--- src/rtl/mvfs_pkg.sv ---
// Shared widths, event codes and fade mode codes of the music volume fade sequencer.
package mvfs_pkg;

    localparam int OP_W     = 4;
    localparam int TIME_W   = 32;
    localparam int LEN_W    = 16;
    localparam int VOL_W    = 11;
    localparam int MODE_W   = 2;
    localparam int PROD_W   = VOL_W + LEN_W;
    localparam int IN_W     = 80;
    localparam int OUT_W    = 24;

    localparam logic [OP_W-1:0] OP_TICK       = 4'd0;
    localparam logic [OP_W-1:0] OP_PLAY       = 4'd1;
    localparam logic [OP_W-1:0] OP_STOP       = 4'd2;
    localparam logic [OP_W-1:0] OP_PAUSE      = 4'd3;
    localparam logic [OP_W-1:0] OP_RESUME     = 4'd4;
    localparam logic [OP_W-1:0] OP_FADE_IN    = 4'd5;
    localparam logic [OP_W-1:0] OP_FADE_OUT   = 4'd6;
    localparam logic [OP_W-1:0] OP_OUT_IN     = 4'd7;
    localparam logic [OP_W-1:0] OP_SET_VOLUME = 4'd8;
    localparam logic [OP_W-1:0] OP_SET_ENABLE = 4'd9;

    localparam logic [MODE_W-1:0] MODE_NONE   = 2'd0;
    localparam logic [MODE_W-1:0] MODE_IN     = 2'd1;
    localparam logic [MODE_W-1:0] MODE_OUT    = 2'd2;
    localparam logic [MODE_W-1:0] MODE_OUT_IN = 2'd3;

    localparam logic [VOL_W-1:0] FULL_SCALE   = 11'd1024;
    localparam logic [VOL_W-1:0] RESET_VOLUME = 11'd600;

    typedef struct packed {
        logic              track_stop;
        logic              track_start;
        logic [MODE_W-1:0] fade_state;
        logic              paused;
        logic              playing;
        logic [VOL_W-1:0]  volume;
    } result_t;

endpackage

--- src/rtl/music_volume_fade_sequencer.sv ---
// Top level of the music volume fade sequencer: event decoding, player state, result register.
//
// Each input beat is one event, and each accepted beat yields exactly one
// result beat that reports the volume, the playback flags, the fade mode and
// the track start and stop strobes after that event. Events that need no
// arithmetic are decoded in the cycle they are accepted, and their result is
// ready on the next cycle. A tick that falls inside a running fade computes
// saved * position / length with a bit-serial multiplier followed by a
// bit-serial restoring divider, and its result is registered once the divider
// is done. One event is in work at a time; a new beat is taken while the
// previous result is being handed over.
module music_volume_fade_sequencer
    import mvfs_pkg::*;
(
    input  logic             clk,
    input  logic             rst_n,
    input  logic             s_tvalid,
    output logic             s_tready,
    // now_ms[31:0], fade_len[47:32], next_fade_len[63:48], level[74:64], enable[75]
    input  logic [IN_W-1:0]  s_tdata,
    // op[3:0]
    input  logic [OP_W-1:0]  s_tuser,
    output logic             m_tvalid,
    input  logic             m_tready,
    // volume[10:0], playing[11], paused[12], fade_state[14:13],
    // track_start[15], track_stop[16]
    output logic [OUT_W-1:0] m_tdata
);

    localparam logic [1:0] ST_IDLE = 2'd0;
    localparam logic [1:0] ST_MUL  = 2'd1;
    localparam logic [1:0] ST_DIV  = 2'd2;

    logic [1:0]        state_reg;
    logic              playing_reg;
    logic              paused_reg;
    logic              enabled_reg;
    logic [MODE_W-1:0] mode_reg;
    logic [TIME_W-1:0] start_reg;
    logic [LEN_W-1:0]  len_reg;
    logic [LEN_W-1:0]  lenq_reg;
    logic [VOL_W-1:0]  saved_reg;
    logic [VOL_W-1:0]  vol_reg;
    logic              out_valid_reg;
    result_t           out_reg;

    logic              playing_next;
    logic              paused_next;
    logic              enabled_next;
    logic [MODE_W-1:0] mode_next;
    logic [TIME_W-1:0] start_next;
    logic [LEN_W-1:0]  len_next;
    logic [LEN_W-1:0]  lenq_next;
    logic [VOL_W-1:0]  saved_next;
    logic [VOL_W-1:0]  vol_next;
    logic              fstart;
    logic              fstop;
    logic              need_div;
    logic              fi_go;
    logic [LEN_W-1:0]  fi_len;

    logic [OP_W-1:0]   op;
    logic [TIME_W-1:0] now_ms;
    logic [LEN_W-1:0]  fade_len;
    logic [LEN_W-1:0]  next_fade_len;
    logic [VOL_W-1:0]  level;
    logic              enable;

    logic [TIME_W-1:0] elapsed;
    logic              fade_over;
    logic [LEN_W-1:0]  ramp_pos;
    logic              accept;
    logic              out_load;
    logic              mul_done;
    logic [PROD_W-1:0] product;
    logic              div_done;
    logic [VOL_W-1:0]  quotient;

    assign op            = s_tuser;
    assign now_ms        = s_tdata[31:0];
    assign fade_len      = s_tdata[47:32];
    assign next_fade_len = s_tdata[63:48];
    assign level         = s_tdata[74:64];
    assign enable        = s_tdata[75];

    assign s_tready = (state_reg == ST_IDLE) && (!out_valid_reg || m_tready);
    assign accept   = s_tvalid && s_tready;
    assign out_load = ((state_reg == ST_IDLE) && accept && !need_div)
                    || ((state_reg == ST_DIV) && div_done);

    assign elapsed   = now_ms - start_reg;
    assign fade_over = elapsed >= TIME_W'(len_reg);
    assign ramp_pos  = (mode_reg == MODE_IN) ? elapsed[LEN_W-1:0]
                                             : len_reg - elapsed[LEN_W-1:0];

    always_comb
    begin
        playing_next = playing_reg;
        paused_next  = paused_reg;
        enabled_next = enabled_reg;
        mode_next    = mode_reg;
        start_next   = start_reg;
        len_next     = len_reg;
        lenq_next    = lenq_reg;
        saved_next   = saved_reg;
        vol_next     = vol_reg;
        fstart       = 1'b0;
        fstop        = 1'b0;
        need_div     = 1'b0;
        fi_go        = 1'b0;
        fi_len       = '0;

        unique case (op)
            OP_TICK:
            begin
                if (mode_reg != MODE_NONE)
                begin
                    if (!playing_reg)
                    begin
                        mode_next = MODE_NONE;
                        vol_next  = saved_reg;
                    end
                    else if (fade_over)
                    begin
                        vol_next = saved_reg;
                        unique case (mode_reg)
                            MODE_IN:
                            begin
                                mode_next = MODE_NONE;
                            end
                            MODE_OUT:
                            begin
                                playing_next = 1'b0;
                                fstop        = 1'b1;
                                mode_next    = MODE_NONE;
                            end
                            default:
                            begin
                                fi_go  = 1'b1;
                                fi_len = lenq_reg;
                            end
                        endcase
                    end
                    else
                    begin
                        need_div = 1'b1;
                    end
                end
            end
            OP_PLAY:
            begin
                fi_go = 1'b1;
            end
            OP_STOP:
            begin
                playing_next = 1'b0;
                fstop        = 1'b1;
            end
            OP_PAUSE:
            begin
                if (playing_reg)
                begin
                    paused_next  = 1'b1;
                    playing_next = 1'b0;
                end
            end
            OP_RESUME:
            begin
                if (paused_reg)
                begin
                    paused_next  = 1'b0;
                    playing_next = 1'b1;
                end
            end
            OP_FADE_IN:
            begin
                fi_go  = 1'b1;
                fi_len = fade_len;
            end
            OP_FADE_OUT:
            begin
                mode_next = MODE_NONE;
                if (playing_reg)
                begin
                    if (fade_len == '0)
                    begin
                        playing_next = 1'b0;
                        fstop        = 1'b1;
                    end
                    else
                    begin
                        mode_next  = MODE_OUT;
                        start_next = now_ms;
                        len_next   = fade_len;
                        saved_next = vol_reg;
                    end
                end
            end
            OP_OUT_IN:
            begin
                if ((fade_len == '0) || !playing_reg)
                begin
                    fi_go  = 1'b1;
                    fi_len = next_fade_len;
                end
                else
                begin
                    lenq_next  = next_fade_len;
                    mode_next  = MODE_OUT_IN;
                    start_next = now_ms;
                    len_next   = fade_len;
                    saved_next = vol_reg;
                end
            end
            OP_SET_VOLUME:
            begin
                vol_next = (level > FULL_SCALE) ? FULL_SCALE : level;
            end
            OP_SET_ENABLE:
            begin
                if (enabled_reg != enable)
                begin
                    enabled_next = enable;
                    if (enable && paused_reg)
                    begin
                        paused_next  = 1'b0;
                        playing_next = 1'b1;
                    end
                    else if (!enable && playing_reg)
                    begin
                        paused_next  = 1'b1;
                        playing_next = 1'b0;
                    end
                end
            end
            default:
            begin
            end
        endcase

        // Play, with an optional fade-in from silence up to the current volume.
        if (fi_go)
        begin
            mode_next   = MODE_NONE;
            paused_next = 1'b0;
            fstart      = 1'b1;
            if (enabled_reg)
            begin
                playing_next = 1'b1;
            end
            if (fi_len != '0)
            begin
                mode_next  = MODE_IN;
                start_next = now_ms;
                len_next   = fi_len;
                saved_next = vol_next;
                vol_next   = '0;
            end
        end
    end

    mvfs_mul u_mul
    (
        .clk     (clk),
        .rst_n   (rst_n),
        .start   (accept && need_div),
        .mcand   (saved_reg),
        .mplier  (ramp_pos),
        .done    (mul_done),
        .product (product)
    );

    mvfs_div u_div
    (
        .clk      (clk),
        .rst_n    (rst_n),
        .start    (mul_done),
        .dividend (product),
        .divisor  (len_reg),
        .done     (div_done),
        .quotient (quotient)
    );

    always_ff @(posedge clk or negedge rst_n)
    begin
        if (!rst_n)
        begin
            state_reg     <= ST_IDLE;
            playing_reg   <= 1'b0;
            paused_reg    <= 1'b0;
            enabled_reg   <= 1'b1;
            mode_reg      <= MODE_NONE;
            start_reg     <= '0;
            len_reg       <= '0;
            lenq_reg      <= '0;
            saved_reg     <= '0;
            vol_reg       <= RESET_VOLUME;
            out_valid_reg <= 1'b0;
        end
        else
        begin
            if (out_load)
            begin
                out_valid_reg <= 1'b1;
            end
            else if (m_tready)
            begin
                out_valid_reg <= 1'b0;
            end
            unique case (state_reg)
                ST_IDLE:
                begin
                    if (accept)
                    begin
                        if (need_div)
                        begin
                            state_reg <= ST_MUL;
                        end
                        else
                        begin
                            playing_reg <= playing_next;
                            paused_reg  <= paused_next;
                            enabled_reg <= enabled_next;
                            mode_reg    <= mode_next;
                            start_reg   <= start_next;
                            len_reg     <= len_next;
                            lenq_reg    <= lenq_next;
                            saved_reg   <= saved_next;
                            vol_reg     <= vol_next;
                        end
                    end
                end
                ST_MUL:
                begin
                    if (mul_done)
                    begin
                        state_reg <= ST_DIV;
                    end
                end
                ST_DIV:
                begin
                    if (div_done)
                    begin
                        vol_reg   <= quotient;
                        state_reg <= ST_IDLE;
                    end
                end
                default:
                begin
                    state_reg <= ST_IDLE;
                end
            endcase
        end
    end

    always_ff @(posedge clk)
    begin
        if ((state_reg == ST_IDLE) && accept && !need_div)
        begin
            out_reg.volume      <= vol_next;
            out_reg.playing     <= playing_next;
            out_reg.paused      <= paused_next;
            out_reg.fade_state  <= mode_next;
            out_reg.track_start <= fstart;
            out_reg.track_stop  <= fstop;
        end
        else if ((state_reg == ST_DIV) && div_done)
        begin
            out_reg.volume      <= quotient;
            out_reg.playing     <= playing_reg;
            out_reg.paused      <= paused_reg;
            out_reg.fade_state  <= mode_reg;
            out_reg.track_start <= 1'b0;
            out_reg.track_stop  <= 1'b0;
        end
    end

    assign m_tvalid = out_valid_reg;
    assign m_tdata  = {(OUT_W - $bits(result_t))'(0), out_reg};

endmodule

--- src/rtl/mvfs_mul.sv ---
// Bit-serial shift-and-add multiplier of the saved volume by the ramp position.
module mvfs_mul
    import mvfs_pkg::*;
(
    input  logic              clk,
    input  logic              rst_n,
    input  logic              start,
    input  logic [VOL_W-1:0]  mcand,
    input  logic [LEN_W-1:0]  mplier,
    output logic              done,
    output logic [PROD_W-1:0] product
);

    localparam int CNT_W = $clog2(LEN_W + 1);

    logic [CNT_W-1:0]  cnt_reg;
    logic              busy_reg;
    logic              done_reg;
    logic [VOL_W-1:0]  mcand_reg;
    logic [LEN_W-1:0]  mplier_reg;
    logic [PROD_W-1:0] acc_reg;
    logic [PROD_W-1:0] acc_next;

    always_comb
    begin
        acc_next = {acc_reg[PROD_W-2:0], 1'b0};
        if (mplier_reg[LEN_W-1])
        begin
            acc_next = acc_next + PROD_W'(mcand_reg);
        end
    end

    always_ff @(posedge clk or negedge rst_n)
    begin
        if (!rst_n)
        begin
            cnt_reg  <= '0;
            busy_reg <= 1'b0;
            done_reg <= 1'b0;
        end
        else
        begin
            done_reg <= busy_reg && !start && (cnt_reg == CNT_W'(1));
            if (start)
            begin
                busy_reg <= 1'b1;
                cnt_reg  <= CNT_W'(LEN_W);
            end
            else if (busy_reg)
            begin
                cnt_reg <= cnt_reg - CNT_W'(1);
                if (cnt_reg == CNT_W'(1))
                begin
                    busy_reg <= 1'b0;
                end
            end
        end
    end

    always_ff @(posedge clk)
    begin
        if (start)
        begin
            mcand_reg  <= mcand;
            mplier_reg <= mplier;
            acc_reg    <= '0;
        end
        else if (busy_reg)
        begin
            mplier_reg <= {mplier_reg[LEN_W-2:0], 1'b0};
            acc_reg    <= acc_next;
        end
    end

    assign done    = done_reg;
    assign product = acc_reg;

endmodule

--- src/rtl/mvfs_div.sv ---
// Bit-serial restoring divider that yields the ramped volume one quotient bit per cycle.
module mvfs_div
    import mvfs_pkg::*;
(
    input  logic              clk,
    input  logic              rst_n,
    input  logic              start,
    input  logic [PROD_W-1:0] dividend,
    input  logic [LEN_W-1:0]  divisor,
    output logic              done,
    output logic [VOL_W-1:0]  quotient
);

    localparam int CNT_W = $clog2(VOL_W + 1);

    logic [CNT_W-1:0] cnt_reg;
    logic             busy_reg;
    logic             done_reg;
    logic [LEN_W-1:0] dsr_reg;
    logic [LEN_W-1:0] rem_reg;
    logic [VOL_W-1:0] quo_reg;
    logic [LEN_W:0]   trial;
    logic [LEN_W-1:0] diff;
    logic             fits;

    // The quotient is known to fit in the volume width, so the upper
    // dividend bits already form a partial remainder below the divisor.
    always_comb
    begin
        trial = {rem_reg, quo_reg[VOL_W-1]};
        diff  = trial[LEN_W-1:0] - dsr_reg;
        fits  = trial >= {1'b0, dsr_reg};
    end

    always_ff @(posedge clk or negedge rst_n)
    begin
        if (!rst_n)
        begin
            cnt_reg  <= '0;
            busy_reg <= 1'b0;
            done_reg <= 1'b0;
        end
        else
        begin
            done_reg <= busy_reg && !start && (cnt_reg == CNT_W'(1));
            if (start)
            begin
                busy_reg <= 1'b1;
                cnt_reg  <= CNT_W'(VOL_W);
            end
            else if (busy_reg)
            begin
                cnt_reg <= cnt_reg - CNT_W'(1);
                if (cnt_reg == CNT_W'(1))
                begin
                    busy_reg <= 1'b0;
                end
            end
        end
    end

    always_ff @(posedge clk)
    begin
        if (start)
        begin
            dsr_reg <= divisor;
            rem_reg <= dividend[PROD_W-1:VOL_W];
            quo_reg <= dividend[VOL_W-1:0];
        end
        else if (busy_reg)
        begin
            rem_reg <= fits ? diff : trial[LEN_W-1:0];
            quo_reg <= {quo_reg[VOL_W-2:0], fits};
        end
    end

    assign done     = done_reg;
    assign quotient = quo_reg;

endmodule
--- config.mk ---
export PLATFORM = sky130hd
export DESIGN_NAME = music_volume_fade_sequencer
export DESIGN_NICKNAME = d
export VERILOG_FILES = /design/src/rtl/mvfs_pkg.sv /design/src/rtl/music_volume_fade_sequencer.sv /design/src/rtl/mvfs_mul.sv /design/src/rtl/mvfs_div.sv
export SDC_FILE = /design/constraint.sdc
export NUM_CORES = 1
export LEC_CHECK = 0
export ABC_CLOCK_PERIOD_IN_PS = 6300
export BUFFER_PORTS_ARGS = -buffer_cell sky130_fd_sc_hd__buf_2
export CELL_PAD_IN_SITES_DETAIL_PLACEMENT = 1
export CELL_PAD_IN_SITES_GLOBAL_PLACEMENT = 1
export CORE_ASPECT_RATIO = 0.9
export CORE_MARGIN = 8
export CORE_UTILIZATION = 43
export DETAILED_ROUTE_END_ITERATION = 8
export PLACE_DENSITY = 0.75
export RECOVER_POWER = 25
export SETUP_SLACK_MARGIN = 0.5
export SYNTH_ARGS = -nofsm -noshare
export SYNTH_HDL_FRONTEND = slang
export SYNTH_HIERARCHICAL = 1
export SYNTH_SLANG_ARGS = --single-unit
--- constraint.sdc ---
create_clock -name clk -period 6.3 [get_ports clk]
set_input_delay 0.945 -clock clk [delete_from_list [all_inputs] [get_ports clk]]
set_output_delay 0.945 -clock clk [all_outputs]
set_load 0.02 [all_outputs]
Yosys cells after proc, flatten, opt, wreduce, memory -nomap -nowiden --
Cells that the tools add are included.
Word-level totals: latch bits 0, register bits after elaboration 221, logic and storage cells 210, memory bits (read-only) 0, RAM bits 0, input port bits 88, memories kept 0
Operators by class: shifts and indexed selects 0, div/mod/pow operators 0, add/sub/neg operators 6, equality and inequality tests 21, bitwise gates (word level) 2, mux-type cells 110, reductions and logical operators 39, $mul 0, magnitude comparators 3
Operators by type and width (number):
- $mux W16 | 16
- $mux W11 | 16
- $mux W32 | 5
- $pmux W11 S2 | 3
- $pmux W32 S2 | 1
- $pmux W16 S3 | 1
- $mux W1 | 42
- $mux W17 | 2
- $ge A32 B16 Y1 | 1
- $pmux W16 S2 | 1
- $sub A16 B16 Y16 | 2
- $sub A32 B32 Y32 | 1
- $add A27 B11 Y27 | 1
- $mux W27 | 1
- $mux W2 | 12
- $ge A17 B16 Y1 | 1
- $eq A4 B3 Y1 const B | 4
- $logic_not A16 Y1 | 1
- $reduce_bool A16 Y1 | 1
- $logic_and A1 B1 Y1 | 12
- $pmux W2 S3 | 2
- $reduce_bool A2 Y1 | 6
- $gt A11 B11 Y1 const B | 1
- $mux W5 | 2
- other kinds (23) | 46

Depth between registers and ports, before layout --
Gate-level depths: netlist of the first run.
depth after elaboration 13, depth in mapped cells 28

Cells and area by module --
The synthesis of the first run kept the hierarchy.
By module, submodules not included:
- music_volume_fade_sequencer | cells an instance 1046, times used 1, area an instance 9327.7 um2
- mvfs_mul | cells an instance 341, times used 1, area an instance 3348.2 um2
- mvfs_div | cells an instance 269, times used 1, area an instance 2970.3 um2

Worst setup path before layout of the first run --
Ideal clock, no wire load.
path kind input -> register, from input s_tdata[0], to register u_mul.mplier_reg[14], data pin, required time 6.040 ns, arrival time 6.330 ns, buffers on the path 3, path slack -0.290 ns, stages 26, cells stage by stage inv_1 -> ha_1 -> inv_1 -> fa_1 -> a211oi_1 -> o211ai_1 -> a21oi_1 -> o21bai_1 -> a21oi_1 -> o21ai_0 -> xnor2_1 -> ha_1 -> a21oi_1 -> nand2_1 -> a21oi_1 -> o21a_1 -> o2111ai_1 -> nor4_1 -> and4b_1 -> and4_4 -> buf_6 -> nand2_1 -> nor2_1 -> clkbuf_1 -> buf_1 -> mux2_2
On the way: word-level cells in the longest chain between the ends 8, elaborated cells on any way between the ends 10, those cells by class add/sub (2); order compare (1); mux (6); reduce/logical (1)
Ends and longest elaborated chain:
- from (decl) | line music_volume_fade_sequencer.sv:20 | input logic [IN_W-1:0] s_tdata,
- $sub A32 B32 Y32 (*) | line music_volume_fade_sequencer.sv:91 | assign elapsed = now_ms - start_reg;
- $ge A32 B16 Y1 | line music_volume_fade_sequencer.sv:92 | assign fade_over = elapsed >= TIME_W'(len_reg);
- $mux W1 | line music_volume_fade_sequencer.sv:123 | else if (fade_over)
- $mux W1 | line music_volume_fade_sequencer.sv:118 | if (!playing_reg)
- $mux W1 | line music_volume_fade_sequencer.sv:116 | if (mode_reg != MODE_NONE)
- $mux W1 | line music_volume_fade_sequencer.sv:113 | unique case (op)
- $logic_and A1 B1 Y1 | line music_volume_fade_sequencer.sv:266 | .start (accept && need_div),
- $mux W16 (*) | line mvfs_mul.sv:62 | if (start)
- to (signal assigned) | line mvfs_mul.sv:65 | mplier_reg <= mplier;
- to (signal assigned) | line mvfs_mul.sv:70 | mplier_reg <= {mplier_reg[LEN_W-2:0], 1'b0};
- to (decl) | line mvfs_mul.sv:20 | logic [LEN_W-1:0] mplier_reg;
Every way passes the cells marked *; elsewhere a longest branch is shown, timed or not. A chain may end at the register's enable or synchronous reset.

Worst setup path after layout of the first run --
from input s_tdata[3], to register u_mul.acc_reg[10], in the netlist u_mul/product[10]
On the way: word-level cells in the longest chain between the ends 7
Ends and longest elaborated chain:
- $sub A32 B32 Y32 | line music_volume_fade_sequencer.sv:91
- $ge A32 B16 Y1 | line music_volume_fade_sequencer.sv:92
- $mux W1 | line music_volume_fade_sequencer.sv:123
- $mux W1 | line music_volume_fade_sequencer.sv:118
- $mux W1 | line music_volume_fade_sequencer.sv:116
- $mux W1 | line music_volume_fade_sequencer.sv:113
- $logic_and A1 B1 Y1 | line music_volume_fade_sequencer.sv:266
- to (signal assigned) | line mvfs_mul.sv:71 | acc_reg <= acc_next;
- to (decl) | line mvfs_mul.sv:21 | logic [PROD_W-1:0] acc_reg;
Every way passes these cells.

==> results.json, run 1 <==
{
  "post_synth_inst_count": 1656,
  "cellInternalPower_mw": 4.15,
  "worst_slew_margin_rel": -1.20,
  "cp-start-kind": "input port",
  "finalPower_mw": 7.01,
  "violation_count_after_the_first_detailed_routing_iteration": 1182,
  "placement_rows": 66,
  "total_die_area_um2": 42800,
  "power.static_leakage_nw": 7.56,
  "dominant_combinational_cell_family_by_area_after_synthesis": "compound AO/OA/AOI/OAI gates",
  "globalplace.congestion": 0.893,
  "place_worst_setup_slack_ps": 95.4,
  "ys_warn_count": 6,
  "synth_flop_cell": "sky130_fd_sc_hd__dfrtp_1",
  "cts.sinks": 221,
  "largest_reg_flops": 32,
  "initial_core_util": 0.435,
  "report.final.slew_viol_count": 119,
  "clock_power_share": 0.235,
  "synth_xor_area_frac": 0.0285,
  "cts_inserted_buffers": 27,
  "drt_wl_total_mm": 50.7,
  "fin_nets": 1942,
  "worstMarginPinSlew_ps": 3300,
  "critPathCaptureType": "register",
  "final.setup.worst_slack_ps": 784,
  "post_synth_fa_ha_maj_area_fraction": 0.0819,
  "synth_simple_gate_area_frac": 0.158,
  "htree_levels": 1,
  "vias": 13900,
  "finalWorstPathRequiredPeriod_ps": 5520,
  "critPathSlowestCell": "sky130_fd_sc_hd__ha_1",
  "setup-violations-final": 0,
  "dp_hpwl_mm": 37.5,
  "run_status": "finished, violations left",
  "share_comb_of_total_power": 0.479,
  "critical_path.max_fanout": 7,
  "cp_slowest_stage_delay_ps": 400,
  "worst_ep_required_time_ps": 6730,
  "avgRoutedWirePerCell_um": 22.5,
  "skew_ps": 41.9,
  "post_synth.cell_area_avg_um2": 9.45,
  "asyncSetResetFlopFracSynth": 0.484,
  "drc_errors": 0,
  "reg2reg_setup_slack_ps": 900,
  "failing_checks": "max-capacitance violations, max-slew violations",
  "fp.coreArea_um2": 36000,
  "yosys-top-cells-count": "sky130_fd_sc_hd__nand2_1 (134), sky130_fd_sc_hd__inv_1 (132), sky130_fd_sc_hd__nor2_1 (116), sky130_fd_sc_hd__dfrtp_1 (102), sky130_fd_sc_hd__a21oi_1 (97)",
  "drtPass1Iterations": 7,
  "sw_ratio": 0.408,
  "gr_usage_total": 0.229,
  "clk_pin_slew_ps": 60,
  "syn2layout_area_growth_pct": 13.7,
  "yosys.cell_types.count": 108,
  "grt.overflow.total": 0,
  "final_min_period_over_clock_period": 0.875,
  "ys_seq_area_frac": 0.373,
  "drive_gt1_frac": 0.185,
  "cts.root.buffer_cell": "sky130_fd_sc_hd__clkbuf_16",
  "netlist_top_cells_area": "sky130_fd_sc_hd__edfxtp_1 (17%), sky130_fd_sc_hd__dfrtp_1 (16%), sky130_fd_sc_hd__ha_1 (7.7%), sky130_fd_sc_hd__dfxtp_1 (3.5%), sky130_fd_sc_hd__mux2_2 (3.2%)",
  "setup_tns_ps": 0,
  "synth_area_um2": 15600,
  "hold_path_class": "register to register",
  "tritoncts": "done",
  "cap_viol_max_count": 2,
  "path_class": "input port to register",
  "drt.antenna.violating_nets": 0,
  "seq_power_share": 0.286,
  "clock_insertion_delay_worst_skew_ps": 580,
  "die_height_um": 197,
  "yosys-mux-area-fraction": 0.0781,
  "path_cells": "buf_2, ha_1, a21o_1, a21oi_2, a21oi_1, nor2_1, o21ai_0, xnor2_2, inv_1, ha_1, a31oi_2, o211ai_1, o21ai_1, buf_4, o2111ai_1, nor4_1, and4b_1, and4_4, nand2_2, nor2_4, a21oi_1, or3_1, or2_2, o311a_1",
  "synth_seq_cells": 221,
  "port_buffers": 102,
  "number_of_enable_type_register_cells_in_the_synthesized_netlist": 87,
  "first_global_vias": 14400,
  "total_switching_power_mw": 2.86,
  "peakVddDrop_mv": 0.241,
  "die_w_um": 217,
  "yosys.area.top_type": "sky130_fd_sc_hd__edfxtp_1",
  "antenna_found_initial": 4,
  "drt-vias-per-instance": 6.16,
  "yosysMostFrequentCell": "sky130_fd_sc_hd__nand2_1",
  "crit_arrival_ps": 5950,
  "num_io_pins": 114,
  "cellPowerDensity_nw_per_um2": 394,
  "ctsLongestPathBuffers": 3,
  "num-fill-cells": 4176,
  "fmax_mhz": 181,
  "hold_viol_final": 0,
  "grt_pass1_wl_mm": 80.3,
  "grt_max_degree": 61,
  "grt_setup_unrepaired": "false",
  "synth_compound_gate_area_share": 0.219,
  "yosysTopAreaCellShare": 0.167
}
[critical path: cells and delay by family]
kind	cells	cell delay, ps
XOR/XNOR	1	320
AND/OR/NAND/NOR	8	1920
buffers and inverters	3	330
AO/OA/AOI/OAI	10	1620
adder cells (fa/ha/maj)	2	790
[cells in the final DEF, fill, tap and decap left out, types with 11 or more instances in the layout]
| cell | instances |
|---|---|
| sky130_fd_sc_hd__buf_4 | 41 |
| sky130_fd_sc_hd__nor2b_1 | 17 |
| sky130_fd_sc_hd__clkbuf_16 | 28 |
| sky130_fd_sc_hd__dfxtp_1 | 27 |
| sky130_fd_sc_hd__nand2_1 | 133 |
| sky130_fd_sc_hd__nand3_1 | 33 |
| sky130_fd_sc_hd__nand4_1 | 23 |
| sky130_fd_sc_hd__ha_1 | 96 |
| sky130_fd_sc_hd__a221o_1 | 13 |
| sky130_fd_sc_hd__a21o_1 | 27 |
| sky130_fd_sc_hd__or3_1 | 17 |
| sky130_fd_sc_hd__xnor2_1 | 26 |
| sky130_fd_sc_hd__a22oi_1 | 11 |
| sky130_fd_sc_hd__mux2i_1 | 22 |
| sky130_fd_sc_hd__and2_1 | 11 |
| sky130_fd_sc_hd__or4_1 | 13 |
| sky130_fd_sc_hd__nand2b_1 | 17 |
| sky130_fd_sc_hd__o21a_1 | 15 |
| sky130_fd_sc_hd__nor2_1 | 115 |
| sky130_fd_sc_hd__a221oi_1 | 21 |
| sky130_fd_sc_hd__mux2_2 | 45 |
| sky130_fd_sc_hd__nor4_1 | 31 |
| sky130_fd_sc_hd__edfxtp_1 | 87 |
| sky130_fd_sc_hd__xor2_1 | 18 |
| sky130_fd_sc_hd__a21oi_1 | 96 |
| sky130_fd_sc_hd__a211oi_1 | 25 |
| sky130_fd_sc_hd__buf_2 | 101 |
| sky130_fd_sc_hd__o211ai_1 | 16 |
| sky130_fd_sc_hd__nor3_1 | 20 |
| sky130_fd_sc_hd__o21ai_0 | 84 |
| sky130_fd_sc_hd__a222oi_1 | 24 |
| sky130_fd_sc_hd__a311oi_1 | 12 |
| sky130_fd_sc_hd__mux2_4 | 30 |
| sky130_fd_sc_hd__dfrtp_1 | 101 |
| sky130_fd_sc_hd__inv_1 | 132 |
| sky130_fd_sc_hd__o31ai_1 | 11 |
[per-layer routing]
layer | vias up | routed length [µm] | GRT usage
met5 | - | 41 | 0
met4 | 6 | 1310 | 0.0641
met3 | 104 | 2280 | 0.0330
met2 | 383 | 24400 | 0.384
met1 | 6972 | 22700 | 0.305
li1 | 6399 | - | -
[power groups by stage]
stage	Clock (mW)	Combinational, mW	Sequential, mW
final	1.65	3.36	2.00
after global routing	1.73	3.71	2.02
after CTS	1.68	3.26	1.99
after detailed placement	0	3.23	2.01
after global placement	0	3.13	2.00
after floorplan	0	2.37	1.92
[cell families (layout without fill, tap and decap cells)]
family,after synthesis,in the layout
AOI/OAI and AO/OA,476,476
xor gates and xnor gates,50,50
adders and majority gates,100,100
buffers and inverters,221,334
DFF,221,221
muxes,101,101
other,1,8
and+or+nand+nor,486,486
[stage by stage]
stage / instances / cell area, µm² / util / hold slack [ps]
finish: 2252 / 17800 / 0.494 / 485
global placement: 2196 / 16800 / 0.465 / 468
CTS: 2246 / 17700 / 0.491 / 436
floorplan: 1662 / 15700 / - / 425
global route: 2252 / 17800 / 0.494 / 495
detailed placement: 2196 / 16800 / 0.465 / 480
[worst paths after layout]
path                                   start                end  depth (start not counted)
worst max-delay path              s_tdata[3]  u_mul/product[10]                         24
worst min-delay path              len_reg[9]   u_div/dsr_reg[9]                          0
worst max register to register  start_reg[3]  u_mul/product[10]                         24
worst min register to register    len_reg[9]   u_div/dsr_reg[9]                          0
max in group asynchronous              rst_n     u_mul/busy_reg                          2
min in group asynchronous              rst_n      start_reg[22]                          1
[final cells by class]
| type | instances | area, µm² | share of cell area |
|---|---|---|---|
| sequential | 221 | 5840 | 0.328 |
| clock buffer | 30 | 687 | 0.0386 |
| tap | 476 | 596 | 0.0335 |
| timing repair buffer | 151 | 957 | 0.0538 |
| clock inverter | 20 | 233 | 0.0131 |
| antenna | 1 | 2.50 | 0.000141 |
| multi-input combinational | 1220 | 8980 | 0.505 |
| inverter | 133 | 499 | 0.0281 |
[timing repair]
item	4_1_cts	5_1_grt
hold endpoints to repair	0	0
hold buffers	0	0
setup endpoints to repair	0	176
gates resized for setup	0	13
buffers inserted	0	4
(Power assumes the default switching activity.)
==> run 2: changes to the inputs <==
--- a/config.mk
+++ b/config.mk
@@ -5,15 +5,16 @@
 export SDC_FILE = /design/constraint.sdc
 export NUM_CORES = 1
 export LEC_CHECK = 0
+export ABC_AREA = 1
 export ABC_CLOCK_PERIOD_IN_PS = 6300
 export BUFFER_PORTS_ARGS = -buffer_cell sky130_fd_sc_hd__buf_2
 export CELL_PAD_IN_SITES_DETAIL_PLACEMENT = 1
 export CELL_PAD_IN_SITES_GLOBAL_PLACEMENT = 1
 export CORE_ASPECT_RATIO = 0.9
 export CORE_MARGIN = 8
-export CORE_UTILIZATION = 43
+export CORE_UTILIZATION = 40
 export DETAILED_ROUTE_END_ITERATION = 8
-export PLACE_DENSITY = 0.75
+export PLACE_DENSITY = 0.76
 export RECOVER_POWER = 25
 export SETUP_SLACK_MARGIN = 0.5
 export SYNTH_ARGS = -nofsm -noshare
==> run 2 against run 1 <==
Net effect: the flow still finishes with violations (max-capacitance violations, max-slew violations); power shrank 13%; critical path depth grew 9; die area grew 20%; non-clock buffer count shrank 25; sequential share of layout area shrank 3.4 points; first-iteration DRC count shrank 15%; register-to-register slack gained 20 ps; clock power grew 11%; global-route usage grew 0.77 points; fmax shrank 0.41%; core utilization shrank 4.3 points; routed wire length grew 22%; critical endpoint is now m_tdata[10]; highest routed layer is now met4.
==> results.json, run 2 <==
{
  "dp_cells": 3415,
  "num_io_pins": 114,
  "peakVddDrop_mv": 0.217,
  "cp-start-kind": "input port",
  "wl_met2_mm": 30.6,
  "placement_rows": 73,
  "hold_path_class": "register to register",
  "hold_buf_count_cts": 0,
  "critPathCaptureType": "register",
  "vias": 18200,
  "cts.root.buffer_cell": "sky130_fd_sc_hd__clkbuf_16",
  "critical_path.max_fanout": 26,
  "path_class": "input port to register",
  "synth_compound_gate_area_share": 0.0910,
  "fin_nets": 3034,
  "drt.antenna.violating_nets": 0,
  "antennaDiodeCount": 0,
  "layout_commonest_cell": "sky130_fd_sc_hd__nand2_1",
  "cts.sinks": 221,
  "run_status": "finished, violations left",
  "route.layer.met1.wl_mm": 27.4,
  "skew_ps": 14.6,
  "asyncSetResetFlopFracSynth": 0.484,
  "drt_wl_total_mm": 61.8,
  "drtPass1Iterations": 5,
  "fmax_mhz": 181,
  "grt_pass1_wl_mm": 99.8,
  "failing_checks": "max-capacitance violations, max-slew violations",
  "post-cts-setup-buffers": 0,
  "routed-wl-met3_mm": 2.15,
  "total_die_area_um2": 51400,
  "port_buffers": 102,
  "layout.cells.most_common_list": "sky130_fd_sc_hd__nand2_1 (982), sky130_fd_sc_hd__inv_1 (488), sky130_fd_sc_hd__nand3_1 (290)",
  "yosysMostFrequentCell": "sky130_fd_sc_hd__nand2_1",
  "drc_errors": 0,
  "netlist_top_cells_area": "sky130_fd_sc_hd__nand2_1 (21%), sky130_fd_sc_hd__edfxtp_1 (15%), sky130_fd_sc_hd__dfrtp_1 (14%), sky130_fd_sc_hd__inv_1 (10%), sky130_fd_sc_hd__nand3_1 (8.2%)",
  "synth_xor_area_frac": 0.0153,
  "post_synth.cell_area_avg_um2": 6.39,
  "die_height_um": 216,
  "first_global_vias": 19000,
  "synth_flop_cell": "sky130_fd_sc_hd__dfrtp_1",
  "postCtsResizedCells": 0,
  "critPathSlowestCell": "sky130_fd_sc_hd__fa_1",
  "maxUsedRoutingLayer": "met4",
  "finalPower_mw": 6.12,
  "postLayoutCoreUtil": 0.452,
  "startpoint": "s_tdata[0]",
  "ys_warn_count": 6,
  "worst_slew_margin_rel": -1.37,
  "clk_pin_slew_ps": 60,
  "path_common_cell": "sky130_fd_sc_hd__nand2_1",
  "hold_viol_final": 0,
  "fp.coreArea_um2": 44000,
  "dp_hpwl_mm": 46.6,
  "ys_seq_area_frac": 0.329,
  "worst_ep_required_time_ps": 6680,
  "grt.overflow.total": 0,
  "number_of_enable_type_register_cells_in_the_synthesized_netlist": 87,
  "setup-violations-final": 0,
  "yosysTopAreaCellShare": 0.208,
  "yosys-top-cells-count": "sky130_fd_sc_hd__nand2_1 (985), sky130_fd_sc_hd__inv_1 (489), sky130_fd_sc_hd__nand3_1 (290), sky130_fd_sc_hd__nor2_1 (160), sky130_fd_sc_hd__o21ai_0 (137)",
  "timing.rr.start": "start_reg[0]",
  "setup_tns_ps": 0,
  "cp_slowest_stage_delay_ps": 490,
  "synth_seq_cells": 221,
  "grt_max_degree": 88,
  "synth_simple_gate_area_frac": 0.361,
  "final_min_period_over_clock_period": 0.879,
  "gr_usage_total": 0.237,
  "globalplace.congestion": 0.909,
  "final.setup.worst_slack_ps": 762,
  "finalWorstPathRequiredPeriod_ps": 5540,
  "largest_reg_flops": 32,
  "post_layout_cell_count": 3469,
  "post_synth_fa_ha_maj_area_fraction": 0.0722,
  "yosys-mux-area-fraction": 0,
  "syn2layout_area_growth_pct": 12.0,
  "drive_gt1_frac": 0.0802,
  "cap_viol_max_count": 3,
  "cellPowerDensity_nw_per_um2": 308,
  "tritoncts": "done",
  "htree_levels": 1,
  "die_w_um": 238,
  "post_synth_inst_count": 2779,
  "avgRoutedWirePerCell_um": 17.8,
  "place_worst_setup_slack_ps": 130,
  "cp_top_family": "simple AND/OR/NAND/NOR gates",
  "power.static_leakage_nw": 10.9,
  "cts_inserted_buffers": 29,
  "initial_core_util": 0.403,
  "synth_area_um2": 17800,
  "report.final.slew_viol_count": 160,
  "yosys.area.top_type": "sky130_fd_sc_hd__nand2_1",
  "yosys.cell_types.count": 55,
  "antenna_found_initial": 0,
  "reg2reg_setup_slack_ps": 920,
  "ctsLongestPathBuffers": 3,
  "grt_setup_unrepaired": "false",
  "violation_count_after_the_first_detailed_routing_iteration": 1009,
  "clock_insertion_delay_worst_skew_ps": 590,
  "dominant_combinational_cell_family_by_area_after_synthesis": "simple AND/OR/NAND/NOR gates",
  "worstMarginPinSlew_ps": 3550,
  "drt-vias-per-instance": 5.24,
  "hp-start": "u_mul/product[26]",
  "timing.critical_path.buf_inv": 6,
  "crit_arrival_ps": 5920
}
-- run 2: cell types whose count changed in the layout (fill, tap and decap cells not counted), sizes merged, moves of 26 or more --
cell	delta
a21o	-26
inv	+361
mux2	-79
nand2	+862
nand3	+262
nor2	+56
o21ai	+73
-- run 2: tightest hold or removal path, stage by stage (launching register included) --
cell	delay (ps)
sky130_fd_sc_hd__dfxtp_1	310
sky130_fd_sc_hd__nand2_1	60
sky130_fd_sc_hd__nand2_1	50
-- run 2: area by class of cell --
cell class	count	area [µm²]
clock buffer	41	842
clock inverter	13	204
fill	5952	24100
inverter	498	1870
multi-input combinational	1970	9630
sequential	221	5840
tap	600	751
timing repair buffer	126	743
-- run 2: metal layers --
metal / global-route usage / vias up
li1: - / 8847
met4: 0.0618 / 0
met1: 0.296 / 8934
met3: 0.0288 / 94
met5: 0 / -
met2: 0.426 / 308
-- run 2: cell families after synthesis --
kind of cell,after synthesis
fa+ha+maj,100
flops,221
xor+xnor,31
compound gates,300
simple gates,1532
other cells,1
buf+inv,594
-- run 2: final timing paths --
path | depth (start not counted) | endpoint
worst min register to register | 2 | u_mul/product[26]
worst min-delay path | 2 | u_mul/product[26]
worst max register to register | 31 | m_tdata[10]
worst max-delay path | 33 | m_tdata[10]
max in group asynchronous | 2 | saved_reg[10]
min in group asynchronous | 1 | vol_reg[5]
-- run 2: report_power, final --
| part | internal [mW] | switching, mW |
|---|---|---|
| sequential | 1.66 | 0.142 |
| clock | 1.13 | 0.700 |
| combinational | 0.827 | 1.66 |
-- run 2: through the flow --
step | hold WS [ps] | cell area (µm²)
after floorplan | 426 | 17800
after global placement | 442 | 18800
after detailed placement | 441 | 18800
after CTS | 455 | 19900
after global routing | 471 | 19900
final | 455 | 19900
==> run 3: changes to the inputs <==
--- a/config.mk
+++ b/config.mk
@@ -6,15 +6,16 @@
 export NUM_CORES = 1
 export LEC_CHECK = 0
 export ABC_AREA = 1
-export ABC_CLOCK_PERIOD_IN_PS = 6300
+export ABC_CLOCK_PERIOD_IN_PS = 5600
 export BUFFER_PORTS_ARGS = -buffer_cell sky130_fd_sc_hd__buf_2
 export CELL_PAD_IN_SITES_DETAIL_PLACEMENT = 1
 export CELL_PAD_IN_SITES_GLOBAL_PLACEMENT = 1
 export CORE_ASPECT_RATIO = 0.9
 export CORE_MARGIN = 8
-export CORE_UTILIZATION = 40
+export CORE_UTILIZATION = 45
+export CTS_BUF_LIST = sky130_fd_sc_hd__clkbuf_4
 export DETAILED_ROUTE_END_ITERATION = 8
-export PLACE_DENSITY = 0.76
+export PLACE_DENSITY = 0.81
 export RECOVER_POWER = 25
 export SETUP_SLACK_MARGIN = 0.5
 export SYNTH_ARGS = -nofsm -noshare
==> constraint.sdc (replaced) <==
create_clock -name clk -period 5.6 [get_ports clk]
set_input_delay 0.84 -clock clk [delete_from_list [all_inputs] [get_ports clk]]
set_output_delay 0.84 -clock clk [all_outputs]
set_load 0.02 [all_outputs]
==> run 3 against run 2 <==
Net effect: the run still ends with max-capacitance violations, max-slew violations left; worst setup slack gained 95 ps; cell area is 0.47% higher; core utilization is 5.8 points higher; clock power down 5%; routed wire length about the same; clock skew grew 46 ps; critical path depth decreased by 2; first-iteration DRC count shrank 9.1%; global-route usage rose by 3.0 points; largest power group unchanged; final cell count is 0.63% higher; clock-buffer cell count increased by 69.
==> results.json, run 3 (synthesized netlist as in run 2, its figures left out) <==
{
  "worst_slew_margin_rel": -1.19,
  "postLayoutCoreUtil": 0.510,
  "setup-violations-final": 0,
  "cp-start-kind": "register",
  "fin_nets": 3093,
  "fmax_mhz": 211,
  "layout.cells.most_common_list": "sky130_fd_sc_hd__nand2_1 (981), sky130_fd_sc_hd__inv_1 (487), sky130_fd_sc_hd__nand3_1 (290)",
  "run_status": "finished, violations left",
  "violation_count_after_the_first_detailed_routing_iteration": 917,
  "cap_viol_max_count": 3,
  "cts.root.buffer_cell": "sky130_fd_sc_hd__clkbuf_4",
  "critPathCaptureType": "register",
  "layout_commonest_cell": "sky130_fd_sc_hd__nand2_1",
  "num-fill-cells": 5503,
  "largest_reg_flops": 32,
  "grt_pass1_wl_mm": 99.0,
  "cts_inserted_buffers": 69,
  "post_layout_cell_count": 3491,
  "critPathSlowestCell": "sky130_fd_sc_hd__fa_1",
  "routed-wl-met3_mm": 2.59,
  "power.static_leakage_nw": 11.1,
  "gr_usage_total": 0.267,
  "dp_cells": 3361,
  "clk_pin_slew_ps": 60,
  "fp.coreArea_um2": 39200,
  "ctsLongestPathBuffers": 3,
  "drc_errors": 0,
  "first_global_vias": 19500,
  "avgRoutedWirePerCell_um": 17.7,
  "path_common_cell": "sky130_fd_sc_hd__nand2_1",
  "tritoncts": "done",
  "route.layer.met1.wl_mm": 26.6,
  "multi_input_comb_area_um2": 9680,
  "hold_buf_count_cts": 0,
  "skew_ps": 60.7,
  "syn2layout_area_growth_pct": 12.5,
  "peakVddDrop_mv": 0.159,
  "path_class": "register to register",
  "timing.rr.start": "start_reg[0]",
  "cp_slowest_stage_delay_ps": 400,
  "setup_tns_ps": 0,
  "wl_met2_mm": 30.6,
  "report.final.slew_viol_count": 160,
  "globalplace.congestion": 0.940,
  "cts.sinks": 221,
  "area.sequential_um2": 5840,
  "grt.overflow.total": 0,
  "drive_gt1_frac": 0.110,
  "antenna_found_initial": 1,
  "hp-start": "m_tready",
  "die_w_um": 225,
  "drt.antenna.violating_nets": 0,
  "placement_rows": 69,
  "dp_hpwl_mm": 46.3,
  "drt-vias-per-instance": 5.27,
  "finalWorstPathRequiredPeriod_ps": 4740,
  "final_min_period_over_clock_period": 0.847,
  "num_io_pins": 114,
  "initial_core_util": 0.453,
  "vias": 18400,
  "maxUsedRoutingLayer": "met4",
  "post_dp_cell_area_um2": 18900,
  "total_die_area_um2": 46100,
  "failing_checks": "max-capacitance violations, max-slew violations",
  "hold_viol_final": 0,
  "critical_path.max_fanout": 21,
  "startpoint": "start_reg[0]",
  "grt_max_degree": 88,
  "htree_levels": 3,
  "worst_ep_required_time_ps": 6230,
  "port_buffers": 102,
  "crit_arrival_ps": 5370,
  "worstMarginPinSlew_ps": 3280,
  "cellPowerDensity_nw_per_um2": 333,
  "drt_wl_total_mm": 61.8,
  "drtPass1Iterations": 5,
  "die_height_um": 204,
  "hold_path_class": "input port to register",
  "layout.cell_area.non_filler_um2": 20000,
  "grt_setup_unrepaired": "true",
  "clock_insertion_delay_worst_skew_ps": 810
}
## run 3: changes by cell type in the layout (fill, tap and decap cells not counted), sizes merged
| cell | before | now |
|---|---|---|
| clkbuf | 43 | 114 |
| buf | 124 | 141 |
| bufinv | 5 | 1 |
| clkinv | 9 | 13 |
| clkinvlp | 1 | 3 |
| diode | 0 | 1 |
| inv | 496 | 495 |
## run 3: what timing repair did
item | in CTS | in global routing
resized for setup | 0 | 22
setup buffers | 0 | 3
setup endpoints to repair | 0 | 148
## run 3: layout make-up
class | count | share of cell area
clock inverters | 14 | 0.00464
multi-input cells | 1970 | 0.485
inverters | 498 | 0.0938
repair buffers | 145 | 0.0499
clock buffers | 110 | 0.0413
diodes | 1 | 0.000125
well taps | 532 | 0.0333
flip-flops and latches | 221 | 0.292
## run 3: worst paths after layout
path / end / slack [ps] / cells after the start
worst max-delay path: m_tdata[1] / 860 / 31
worst min-delay path: m_tvalid / 230 / 2
worst max register to register: m_tdata[1] / 860 / 31
worst min register to register: u_mul/product[26] / 460 / 2
max in group asynchronous: start_reg[15] / 1600 / 2
min in group asynchronous: vol_reg[2] / 1110 / 1
## run 3: power breakdown
part	switching, mW	internal, mW
Sequential	0.163	1.86
Clock	0.806	0.934
Combinational	1.88	0.999
Total	2.85	3.80
## run 3: worst max-delay path, delay by kind of cell (launching register included)
family / cells / cell delay, ps
buffers and inverters: 4 / 630
DFF: 1 / 380
adders and majority gates: 3 / 920
xor gates and xnor gates: 1 / 190
and+or+nand+nor: 21 / 2050
AOI/OAI and AO/OA: 2 / 430
## run 3: metal layers
layer	vias up	track usage
met5	-	0
met4	0	0.108
met3	118	0.0419
met2	369	0.474
met1	8930	0.318
li1	8997	-
## run 3: per-stage QoR
| stage | hold WS (ps) | total power [mW] | worst slack [ps] |
|---|---|---|---|
| after global placement | 448 | 4.71 | 256 |
| after detailed placement | 447 | 4.85 | 108 |
| after global routing | 205 | 7.17 | 472 |
| after floorplan | 426 | 3.97 | 674 |
| final | 234 | 6.65 | 857 |
| after CTS | 46.4 | 6.63 | 710 |
